$ cat src/design/pcu_pkg.sv
// ----------------------------------------------------------------------------
// pcu_pkg: shared types and constants for the periodic chain unwrapper
// Field widths, register codes, state encoding, the divider request and
// response structs, and the atom selection function.
// ----------------------------------------------------------------------------
package pcu_pkg;

	// Fixed field widths.
	localparam int COORD_W    = 32;
	localparam int CELL_W     = 31;
	localparam int CHAIN_W    = 8;
	localparam int MODE_W     = 3;
	localparam int CFG_IDX_W  = 2;
	localparam int CFG_DATA_W = 32;
	localparam int NUM_AXES   = 3;
	localparam int AXIS_W     = 2;

	// Coordinates are Q16.16; the default box is 100 angstrom on each side.
	localparam int COORD_FRAC_BITS = 16;
	localparam logic [CELL_W-1:0] CELL_RESET = CELL_W'(100 << COORD_FRAC_BITS);

	// Image count is at most 2^32, so it needs one bit over a coordinate.
	localparam int K_W = COORD_W + 1;

	// Divider: numerator 2*|diff| + cell, denominator 2*cell.
	localparam int DIV_NUM_W = COORD_W + 3;
	localparam int DIV_DEN_W = CELL_W + 1;

	// Configuration register indexes.
	typedef enum logic [CFG_IDX_W-1:0] {
		CFG_CELL_X = 2'd0,
		CFG_CELL_Y = 2'd1,
		CFG_CELL_Z = 2'd2,
		CFG_SELECT = 2'd3
	} cfg_idx_t;

	// Selection modes; codes above SEL_OTHER behave as SEL_OTHER.
	typedef enum logic [MODE_W-1:0] {
		SEL_ALL   = 3'd0,
		SEL_CA    = 3'd1,
		SEL_MAIN  = 3'd2,
		SEL_HEAVY = 3'd3,
		SEL_OTHER = 3'd4
	} sel_mode_t;

	// Sequencer states.
	typedef enum logic [2:0] {
		ST_IDLE,
		ST_PREP,
		ST_LOAD,
		ST_DIV,
		ST_MUL,
		ST_ADJ,
		ST_FIN
	} state_t;

	// Request into the shared divider.
	typedef struct packed {
		logic                 start;
		logic [DIV_NUM_W-1:0] num;
		logic [DIV_DEN_W-1:0] den;
	} div_req_t;

	// Response from the shared divider.
	typedef struct packed {
		logic                 busy;
		logic                 done;
		logic [DIV_NUM_W-1:0] quot;
	} div_rsp_t;

	// Decide whether an atom passes the configured selection.
	function automatic logic keep_atom(
		input logic [MODE_W-1:0] mode,
		input logic              ca,
		input logic              bb,
		input logic              hyd,
		input logic              solv
	);
		logic keep;
		keep = 1'b1;
		if (mode == SEL_ALL) begin
			keep = 1'b1;
		end else if (solv) begin
			keep = 1'b0;
		end else begin
			case (mode)
				SEL_CA:    keep = ca;
				SEL_MAIN:  keep = bb;
				SEL_HEAVY: keep = !hyd;
				default:   keep = 1'b1;
			endcase
		end
		return keep;
	endfunction

endpackage

$ cat src/design/pcu_div.sv
// ----------------------------------------------------------------------------
// pcu_div: bit-serial restoring divider
// Produces one quotient bit per cycle, most significant first. The
// numerator register shifts left and collects the quotient bits as it goes.
// ----------------------------------------------------------------------------
module pcu_div
	import pcu_pkg::*;
(
	input  logic     clk,
	input  logic     arst_n,
	input  div_req_t req,
	output div_rsp_t rsp
);

	localparam int CNT_W = $clog2(DIV_NUM_W + 1);

	logic [DIV_DEN_W-1:0] rem_q;
	logic [DIV_NUM_W-1:0] quo_q;
	logic [DIV_DEN_W-1:0] den_q;
	logic [CNT_W-1:0]     cnt_q;
	logic                 busy_q;
	logic                 done_q;

	logic [DIV_DEN_W:0]   rem_sh;
	logic [DIV_DEN_W+1:0] trial;
	logic                 borrow;

	// One trial subtraction of the denominator from the shifted remainder.
	always_comb begin
		rem_sh = {rem_q, quo_q[DIV_NUM_W-1]};
		trial  = {1'b0, rem_sh} - {2'b00, den_q};
		borrow = trial[DIV_DEN_W+1];
	end

	// Control: iteration count, busy and a one-cycle done pulse.
	always_ff @(posedge clk or negedge arst_n) begin
		if (!arst_n) begin
			cnt_q  <= '0;
			busy_q <= 1'b0;
			done_q <= 1'b0;
		end else begin
			done_q <= 1'b0;
			if (req.start && !busy_q) begin
				cnt_q  <= CNT_W'(DIV_NUM_W);
				busy_q <= 1'b1;
			end else if (busy_q) begin
				cnt_q <= cnt_q - 1'b1;
				if (cnt_q == CNT_W'(1)) begin
					busy_q <= 1'b0;
					done_q <= 1'b1;
				end
			end
		end
	end

	// Datapath: remainder and numerator/quotient shift register.
	always_ff @(posedge clk) begin
		if (req.start && !busy_q) begin
			rem_q <= '0;
			quo_q <= req.num;
			den_q <= req.den;
		end else if (busy_q) begin
			rem_q <= borrow ? rem_sh[DIV_DEN_W-1:0] : trial[DIV_DEN_W-1:0];
			quo_q <= {quo_q[DIV_NUM_W-2:0], !borrow};
		end
	end

	assign rsp.busy = busy_q;
	assign rsp.done = done_q;
	assign rsp.quot = quo_q;

endmodule

$ cat src/design/periodic_chain_unwrap.sv
// ----------------------------------------------------------------------------
// periodic_chain_unwrap: minimum-image unwrap of atoms along a chain
// A dropped atom gives no beat and the next atom is taken on the next cycle;
// a kept atom that is not shifted goes through the finish state into the
// output register. A shifted atom passes, per axis, the prep, load, divide,
// multiply and adjust states (35-step serial division by twice the cell
// length), or prep, load and adjust on an axis whose cell length is zero.
// No new atom is taken until the result is issued into the output register.
// Reset clears the reference atom and restores the default 100 angstrom box.
// ----------------------------------------------------------------------------
module periodic_chain_unwrap
	import pcu_pkg::*;
(
	input  logic                         clk,
	input  logic                         arst_n,

	// Configuration write channel
	input  logic                         cfg_valid,
	output logic                         cfg_ready,
	input  logic [CFG_IDX_W-1:0]         cfg_index,
	input  logic [CFG_DATA_W-1:0]        cfg_data,

	// Input atom channel
	input  logic                         in_valid,
	output logic                         in_stall,
	input  logic signed [COORD_W-1:0]    pos_x,
	input  logic signed [COORD_W-1:0]    pos_y,
	input  logic signed [COORD_W-1:0]    pos_z,
	input  logic [CHAIN_W-1:0]           chain_code,
	input  logic                         is_alpha_carbon,
	input  logic                         is_backbone,
	input  logic                         is_hydrogen,
	input  logic                         is_solvent_or_ion,
	input  logic                         frame_start,

	// Output atom channel
	output logic                         out_valid,
	input  logic                         out_stall,
	output logic signed [COORD_W-1:0]    out_x,
	output logic signed [COORD_W-1:0]    out_y,
	output logic signed [COORD_W-1:0]    out_z,
	output logic                         was_moved
);

	state_t state_q, state_d;

	// Configuration registers
	logic [CELL_W-1:0]  cell_q [NUM_AXES];
	logic [MODE_W-1:0]  mode_q;

	// Reference state
	logic [COORD_W-1:0] ref_q [NUM_AXES];
	logic [CHAIN_W-1:0] prev_chain_q;
	logic               have_ref_q;

	// Working registers
	logic [COORD_W-1:0] pos_q [NUM_AXES];
	logic [COORD_W-1:0] res_q [NUM_AXES];
	logic [COORD_W:0]   diff_q;
	logic [COORD_W-1:0] prod_q;
	logic               moved_q;
	logic [AXIS_W-1:0]  ax_q;

	// Output register
	logic               out_valid_q;
	logic [COORD_W-1:0] out_pos_q [NUM_AXES];
	logic               out_moved_q;

	// Combinational signals
	logic                   in_beat;
	logic                   cfg_beat;
	logic                   keep_now;
	logic                   unwrap_now;
	logic                   out_free;
	logic                   out_load;
	logic [CELL_W-1:0]      cell_cur;
	logic [DIV_NUM_W-1:0]   cell_ext;
	logic [DIV_NUM_W-1:0]   diff2;
	logic [K_W-1:0]         k_cur;
	logic [2*COORD_W-1:0]   prod_full;
	logic [COORD_W-1:0]     adj_res;

	div_req_t div_req;
	div_rsp_t div_rsp;

	pcu_div u_div (
		.clk    (clk),
		.arst_n (arst_n),
		.req    (div_req),
		.rsp    (div_rsp)
	);

	// Handshakes and per-atom decisions
	assign cfg_ready = 1'b1;
	assign cfg_beat  = cfg_valid && cfg_ready;
	assign in_beat   = in_valid && !in_stall;
	assign out_free  = !out_valid_q || !out_stall;

	always_comb begin
		keep_now = keep_atom(mode_q, is_alpha_carbon, is_backbone, is_hydrogen,
			is_solvent_or_ion);
		unwrap_now = have_ref_q && !frame_start && !is_solvent_or_ion &&
			(chain_code == prev_chain_q);
	end

	// Per-axis arithmetic around the shared divider.
	always_comb begin
		cell_cur  = cell_q[ax_q];
		cell_ext  = DIV_NUM_W'(cell_cur);
		diff2     = {diff_q[COORD_W], diff_q, 1'b0};
		k_cur     = div_rsp.quot[K_W-1:0];
		prod_full = 64'(k_cur[COORD_W-1:0]) * 64'(cell_cur);
		adj_res   = diff_q[COORD_W] ? (pos_q[ax_q] + prod_q) : (pos_q[ax_q] - prod_q);
	end

	// Next-state logic
	always_comb begin
		state_d = state_q;
		case (state_q)
			ST_IDLE: begin
				if (in_beat && keep_now) begin
					state_d = unwrap_now ? ST_PREP : ST_FIN;
				end
			end
			ST_PREP: state_d = ST_LOAD;
			ST_LOAD: state_d = (cell_cur == '0) ? ST_ADJ : ST_DIV;
			ST_DIV: begin
				if (div_rsp.done) begin
					state_d = ST_MUL;
				end
			end
			ST_MUL: state_d = ST_ADJ;
			ST_ADJ: state_d = (ax_q == AXIS_W'(NUM_AXES - 1)) ? ST_FIN : ST_PREP;
			ST_FIN: begin
				if (out_free) begin
					state_d = ST_IDLE;
				end
			end
			default: state_d = ST_IDLE;
		endcase
	end

	// Sequencer outputs
	always_comb begin
		in_stall      = (state_q != ST_IDLE);
		out_load      = (state_q == ST_FIN) && out_free;
		div_req.start = (state_q == ST_LOAD) && (cell_cur != '0);
		// Round half away: (2*|diff| + cell) / (2*cell).
		div_req.num   = diff_q[COORD_W] ? (cell_ext - diff2) : (cell_ext + diff2);
		div_req.den   = {cell_cur, 1'b0};
	end

	// Control state, configuration and reference registers
	always_ff @(posedge clk or negedge arst_n) begin
		if (!arst_n) begin
			state_q      <= ST_IDLE;
			ax_q         <= '0;
			out_valid_q  <= 1'b0;
			mode_q       <= SEL_ALL;
			prev_chain_q <= '0;
			have_ref_q   <= 1'b0;
			for (int i = 0; i < NUM_AXES; i++) begin
				cell_q[i] <= CELL_RESET;
				ref_q[i]  <= '0;
			end
		end else begin
			state_q <= state_d;

			if (cfg_beat) begin
				case (cfg_index)
					CFG_CELL_X: cell_q[0] <= cfg_data[CELL_W-1:0];
					CFG_CELL_Y: cell_q[1] <= cfg_data[CELL_W-1:0];
					CFG_CELL_Z: cell_q[2] <= cfg_data[CELL_W-1:0];
					CFG_SELECT: mode_q    <= cfg_data[MODE_W-1:0];
					default:    ;
				endcase
			end

			// Every atom updates the chain; a frame start drops the reference.
			if (in_beat) begin
				prev_chain_q <= chain_code;
				ax_q         <= '0;
				if (frame_start) begin
					have_ref_q <= 1'b0;
				end
			end

			// Step to the next axis; the last axis leaves the counter in place.
			if ((state_q == ST_ADJ) && (ax_q != AXIS_W'(NUM_AXES - 1))) begin
				ax_q <= ax_q + 1'b1;
			end

			// A kept atom becomes the reference once its result is issued.
			if (out_load) begin
				have_ref_q <= 1'b1;
				for (int i = 0; i < NUM_AXES; i++) begin
					ref_q[i] <= res_q[i];
				end
			end

			if (out_load) begin
				out_valid_q <= 1'b1;
			end else if (out_valid_q && !out_stall) begin
				out_valid_q <= 1'b0;
			end
		end
	end

	// Payload registers
	always_ff @(posedge clk) begin
		if (in_beat) begin
			pos_q[0] <= pos_x;
			pos_q[1] <= pos_y;
			pos_q[2] <= pos_z;
			res_q[0] <= pos_x;
			res_q[1] <= pos_y;
			res_q[2] <= pos_z;
			moved_q  <= 1'b0;
		end

		case (state_q)
			ST_PREP: begin
				diff_q <= {pos_q[ax_q][COORD_W-1], pos_q[ax_q]} -
					{ref_q[ax_q][COORD_W-1], ref_q[ax_q]};
			end
			ST_LOAD: begin
				if (cell_cur == '0) begin
					prod_q <= '0;
				end
			end
			ST_MUL: begin
				prod_q  <= prod_full[COORD_W-1:0];
				moved_q <= moved_q || (k_cur != '0);
			end
			ST_ADJ: begin
				res_q[ax_q] <= adj_res;
			end
			default: ;
		endcase

		if (out_load) begin
			out_moved_q <= moved_q;
			for (int i = 0; i < NUM_AXES; i++) begin
				out_pos_q[i] <= res_q[i];
			end
		end
	end

	assign out_valid = out_valid_q;
	assign out_x     = out_pos_q[0];
	assign out_y     = out_pos_q[1];
	assign out_z     = out_pos_q[2];
	assign was_moved = out_moved_q;

	// The divider is never restarted while it is still iterating.
	assert property (@(posedge clk) disable iff (!arst_n)
		div_req.start |-> !div_rsp.busy)
		else $error("divider started while busy");

	// The axis counter never runs past the last axis.
	assert property (@(posedge clk) disable iff (!arst_n)
		ax_q != AXIS_W'(NUM_AXES))
		else $error("axis counter out of range");

	// A new result beat only appears after the finish state.
	assert property (@(posedge clk) disable iff (!arst_n)
		$rose(out_valid_q) |-> $past(state_q) == ST_FIN)
		else $error("result presented outside the finish state");

	// In the divide state the input is stalled and the divider is busy or just done.
	assert property (@(posedge clk) disable iff (!arst_n)
		(state_q == ST_DIV) |-> in_stall && div_rsp.busy || div_rsp.done)
		else $error("divide state without an active division");

endmodule
$ cat config.mk
export PLATFORM = sky130hd
export DESIGN_NAME = periodic_chain_unwrap
export DESIGN_NICKNAME = d
export VERILOG_FILES = /design/src/design/pcu_pkg.sv /design/src/design/pcu_div.sv /design/src/design/periodic_chain_unwrap.sv
export SDC_FILE = /design/constraint.sdc
export NUM_CORES = 2
export LEC_CHECK = 0
export ABC_AREA = 1
export BUFFER_PORTS_ARGS = -buffer_cell sky130_fd_sc_hd__buf_2
export CORE_ASPECT_RATIO = 0.6
export CORE_UTILIZATION = 60
export DETAILED_ROUTE_END_ITERATION = 8
export PLACE_DENSITY_LB_ADDON = 0.15
export SYNTH_ARGS = -nofsm -noshare
export SYNTH_HDL_FRONTEND = slang
export SYNTH_SLANG_ARGS = --single-unit
$ cat constraint.sdc
create_clock -name clk -period 11.7 [get_ports clk]
set_input_delay 1.17 -clock clk [delete_from_list [all_inputs] [get_ports clk]]
set_output_delay 1.17 -clock clk [all_outputs]
set_load 0.05 [all_outputs]
Word-level counts from Yosys, hierarchy flattened
Memory sizes are Yosys's and may differ from the RTL's.
Cells that the tools add are included.
{ "totals": {"memories": 3, "ram_bits": 288, "word_cells": 147, "out_inout_bits": 100, "regBits": 380} }
{ "op_classes": {"add_sub_neg": 8, "n_lt_le_gt_ge": 1, "reduce_logical": 42, "eq_ne": 20, "bitwise_logic": 1, "muxes": 49, "n_mul": 1} }
{ "mem_list": {"columns": ["name", "depth", "word_bits", "read_ports", "rd_ports_with_merged_regs", "write_ports", "line_no", "text"], "rows": [
  ["out_pos_q", 3, 32, 3, 0, 3, "periodic_chain_unwrap.sv:66", "logic [COORD_W-1:0] out_pos_q [NUM_AXES];"],
  ["pos_q", 3, 32, 1, 0, 3, "periodic_chain_unwrap.sv:57", "logic [COORD_W-1:0] pos_q [NUM_AXES];"],
  ["res_q", 3, 32, 3, 0, 3, "periodic_chain_unwrap.sv:58", "logic [COORD_W-1:0] res_q [NUM_AXES];"]
]} }
{ "op_table": {"columns": ["cell", "n"], "rows": [
  ["$mux W32", 6],
  ["$mux W35", 3],
  ["$bmux W32 S2", 1],
  ["$pmux W32 S2", 1],
  ["$bmux W31 S2", 1],
  ["$mux W31", 2],
  ["$add A32 B34 Y35", 1],
  ["$sub A32 B34 Y35", 1],
  ["$sub A33 B32 Y34", 1],
  ["$reduce_bool A33 Y1", 1],
  ["$sub A32 B32 Y33", 1],
  ["$add A32 B32 Y32", 1],
  ["$mul A32 B31 Y32", 1],
  ["$reduce_or A32 Y1", 1],
  ["$sub A32 B32 Y32", 1],
  ["$logic_not A31 Y1", 1],
  ["$reduce_bool A31 Y1", 1],
  ["$mux W1", 22],
  ["$pmux W3 S7", 1],
  ["$mux W3", 6],
  ["$reduce_bool A2 Y1", 7],
  ["$eq A3 B2 Y1 const B", 4],
  ["$mux W6", 2],
  ["$reduce_and A2 Y1", 6],
  ["other kinds (21)", 49]
]} }

Longest topological paths before layout
{ "logic_depth": {"ltp_word": 8, "depth_mapped": 41} }

Modules after synthesis
Synthesis repeated with hierarchy kept, for this count alone.
{ "hier_totals": {"cells_unflattened": 5993, "area_unflattened_um2": 50713.6} }
{ "by_module_without_submodules": {"columns": ["mod", "area_each_um2", "cells_per_inst", "seq_area_each_um2", "instances"], "rows": [
  ["periodic_chain_unwrap", 43635.6, 4980, 15851.5, 1],
  ["pcu_div", 7078.0, 1013, 2852.7, 1]
]} }

Worst setup path before layout
No wires, ideal clock.
{ "synth_path": {"kind": "flip-flop to flip-flop", "startpoint": "register ax_q[0]", "endpoint": "register prod_q[29] (data pin)", "setup_slack_ns": 4.541, "setup_time_ns": 0.255, "path_stages_with_launch": 32, "t_arrival_ns": 6.904, "n_path_buf": 3, "synth_period_minus_slack_ns": 7.159, "path_cell_list": "dfrtp_1 buf_4 buf_6 nor2_1 nor2_1 o21ai_2 o21ai_4 inv_2 clkbuf_1 nor2_1 fa_1 fa_1 fa_1 inv_1 fa_1 inv_1 fa_1 inv_1 fa_1 inv_1 fa_1 fa_1 ha_1 nand2_1 inv_1 nand3_1 o21bai_1 a21oi_1 o21ai_0 nand2_1 a21oi_1 nor2_1"} }
{ "synth_via": {"elab_chain_len": 6} }
{ "synth_lines": {"columns": ["item", "line_no", "text"], "rows": [
  ["start, declared", "periodic_chain_unwrap.sv:62", "logic [AXIS_W-1:0] ax_q;"],
  ["start signal, assigned", "periodic_chain_unwrap.sv:190", "ax_q <= ax_q + 1'b1;"],
  ["$not A2 Y3 (implied by the code)", "periodic_chain_unwrap.sv:108", "cell_cur = cell_q[ax_q];"],
  ["$bmux W31 S2", "periodic_chain_unwrap.sv:108", null],
  ["$mux W31 (implied by the code) (2 in series)", "periodic_chain_unwrap.sv:108", null],
  ["net cell_cur[4]", "periodic_chain_unwrap.sv:76", "logic [CELL_W-1:0] cell_cur;"],
  ["$mul A32 B31 Y32", "periodic_chain_unwrap.sv:112", "prod_full = 64'(k_cur[COORD_W-1:0]) * 64'(cell_cur);"],
  ["$pmux W32 S2", "periodic_chain_unwrap.sv:221", "case (state_q)"],
  ["end signal, assigned", "periodic_chain_unwrap.sv:232", "prod_q <= prod_full[COORD_W-1:0];"],
  ["end, declared", "periodic_chain_unwrap.sv:60", "logic [COORD_W-1:0] prod_q;"]
]} }
The timed path passes the listed nets, and every way through them passes these cells. The select of a mux whose other input is x is not followed.
A chain may end at the register's enable or synchronous reset.

Final worst setup path
{ "layout_path": {"startpoint": "register ax_q[1]", "endpoint": "register prod_q[31] (data pin)"} }
Same word-level chain as after synthesis.

==> qor.csv <==
metric,value,unit
clk_pin_slew,0.07,ns
grt_pass1_wl,234000,um
hold_buffers,0,
switchingPower,6.32,mW
dr_wl_met3,21100,um
leakagePower,25.4,nW
p_seq_frac,0.197,
min_period,9.61,ns
wl_met2,60800,um
clk_latency,0.68,ns
power_density,243,nW/um^2
grt.overflow.total,0,
cts.sinks,668,
syn_avg_cell_area,8.68,um^2
final.setup.tns,0,ns
final_common_cell,nand2_1,
vias,41000,
dr.pass1.iters,6,
area_delta_synth_final,9.06,%
yosys.area.top_type_share,0.255,
finalNetCount,6701,
maxSlewViolCount,0,
dp_cells,6906,
root_buffer,clkbuf_16,
ys_ff_latch,668,
yosys.area_share.simple,0.190,
numCtsBuffers,60,
internal_power,6.83,mW
synth_compound_area_frac,0.0915,
track_usage,0.368,
drt_iter0_markers,5230,
hold_path.class,register to register,
crit_arrival,10.03,ns
synth-seq-area-share,0.377,
reg2reg_slack,2.09,ns
num_rows,81,
cts_tree,built,
clkPwrFrac,0.167,
crit_type,register to register,
grt_pass1_vias,39100,
vias_per_cell,5.84,
final_hold_viol_count,0,
yosys.area.top_type,edfxtp_1,
cts_buffer_depth,3,
pwr-share-comb,0.637,
status,finished clean,
syn-cell-area,49600,um^2
ctsHtreeMaxLevel,2,
post_synth_mux_area_share,0,
grt_max_degree,91,
start_util,0.607,
ant_nets,0,
drc,0,
setup_violations,0,
synthTopCellsByArea,"edfxtp_1 (25%), fa_1 (17%), nand2_1 (11%), dfrtp_1 (10%), ha_1 (6.3%)",
drive_above_1_share,0.0857,
rr_worst_depth,28,
cp_common_cell,fa_1,
async_reset_ff_frac,0.322,
nFillCells,6879,
slowest_stage,nor2_4,
cp-startpoint,ax_q[1],
drt-total-wl,153000,um
synthCells,5714,
port_buffers,245,
critPathCaptureType,register,
die_w,373,um
topRoutingLayerUsed,met5,
start_kind,register,
fin_crit_sh,0.822,
post_synth_num_cell_types,62,
path_max_fanout,32,
skew,0.0506,ns
ios,248,
dieArea,83900,um^2
synth_top_family_by_area,adder cells,
synth_nets,6526,
synth-main-ff-cell,edfxtp_1,
synth-adder-area-share,0.230,
fin_cells,7022,
power.total,13.1,mW
cts_resized,0,
drv_cap,0,
antenna_found_initial,4,
slew_headroom,0.152,
gp_congestion,1.02,
wl_per_cell,21.8,um
r2r-start,ax_q[1],
synth-edff-count,421,
yosys_warnings,0,
hold_depth,0,
tightest_slew,1.24,ns
core_area,81700,um^2
final_cell_mix,"nand2_1 (1,460), inv_1 (813), nor2_1 (565), edfxtp_1 (421), fa_1 (413)",
switching_share,0.481,
synth_xor_xnor_area_share,0.0318,
cts_setup_buffers,0,
wl_met1,67800,um
worstHoldStart,res_q[2][8],
max_freq,104,MHz
die_y,225,um
dp_hpwl,113000,um
rsz0062_at_grt,no,
crit_required,12.12,ns
cpPeakStageDelay,0.90,ns
ir_worst_vdd,0.945,mV
-- cells by family (layout without fill, tap and decap cells) --
logic type | after synthesis | count (layout)
AO/OA/AOI/OAI | 811 | 811
XOR/XNOR | 180 | 180
other | 1 | 3
adder cells (fa/ha/maj) | 664 | 664
AND/OR/NAND/NOR | 2357 | 2357
flip-flops | 668 | 668
buffers and inverters | 1033 | 1260
-- metrics by stage --
stage                     cell area, um^2  hold slack, ns  setup slack, ns   util
after floorplan                     49600           0.427             4.54      -
after global placement              51900           0.433             2.47  0.636
after detailed placement            51900           0.434             2.40  0.636
after CTS                           54100           0.450             2.36  0.662
after global routing                54100           0.457             1.75  0.662
final                               54100           0.449             2.09  0.662
-- metal layers --
metal,vias up,track usage
li1,18600,-
met1,19700,0.580
met2,2440,0.503
met3,262,0.0983
met4,4,0.0805
met5,-,0
-- state kept, by name (all words and copies together), names as in the netlist, 2 cells and up --
| name | count |
|---|---|
| u_div.den_q | 31 |
| u_div.cnt_q | 6 |
| cell_q | 93 |
| prod_q | 32 |
| res_q | 96 |
| ref_q | 96 |
| u_div.quo_q | 35 |
| diff_q | 33 |
| state_q | 3 |
| pos_q | 96 |
| mode_q | 3 |
| out_pos_q | 96 |
| ax_q | 2 |
| prev_chain_q | 8 |
| u_div.rem_q | 32 |
-- layout make-up --
class	count	area (um^2)	area share
Sequential cell	668	18700	0.345
Tap cell	1079	1350	0.0250
Multi-Input combinational cell	4013	27000	0.499
Clock inverter	39	538	0.00995
Inverter	832	3140	0.0580
Antenna cell	2	5.00	0.0000925
Timing Repair Buffer	314	1750	0.0324
Clock buffer	75	1640	0.0303
-- Yosys cell counts, drive strengths merged (2+ instances only) --
cell type  count
a211oi         2
a21boi         6
a21o           6
a21oi        298
a221oi         3
a2bb2oi       30
a31oi          7
and2           2
buf           37
clkbuf       164
clkinv        10
dfrtp        206
dfstp          9
dfxtp         32
edfxtp       421
fa           413
ha           251
inv          822
nand2       1478
nand3        171
nand3b        11
nand4         35
nor2         569
nor3          36
nor4          27
o2111ai        7
o211ai        19
o21a          20
o21ai        376
o21bai        18
o221ai         3
o31ai          4
or2           26
xnor2         71
xor2         109
-- worst max-delay path: cells and delay by family (launching register included) --
kind | cells | cell delay [ns]
adders and majority gates | 9 | 4.21
AOI/OAI and AO/OA | 5 | 1.68
buffers and inverters | 8 | 1.54
and+or+nand+nor | 6 | 1.45
DFF | 1 | 0.45
-- power groups by stage --
stage,sequential (mW),combinational (mW),clock (mW)
4_1_cts,2.59,8.15,2.21
3_3_place_gp,2.63,7.89,0
2_1_floorplan,2.63,5.85,0
3_5_place_dp,2.63,8.09,0
5_1_grt,2.59,9.43,2.29
6_report,2.59,8.37,2.19
-- worst paths after layout --
path / endpoint
max: prod_q[31]
min: out_pos_q[0][72]
max reg2reg: prod_q[31]
min reg2reg: out_pos_q[0][72]
max in group asynchronous: cell_q[81]
min in group asynchronous: ref_q[7]
No activity file was read; power rests on OpenSTA's default activity.
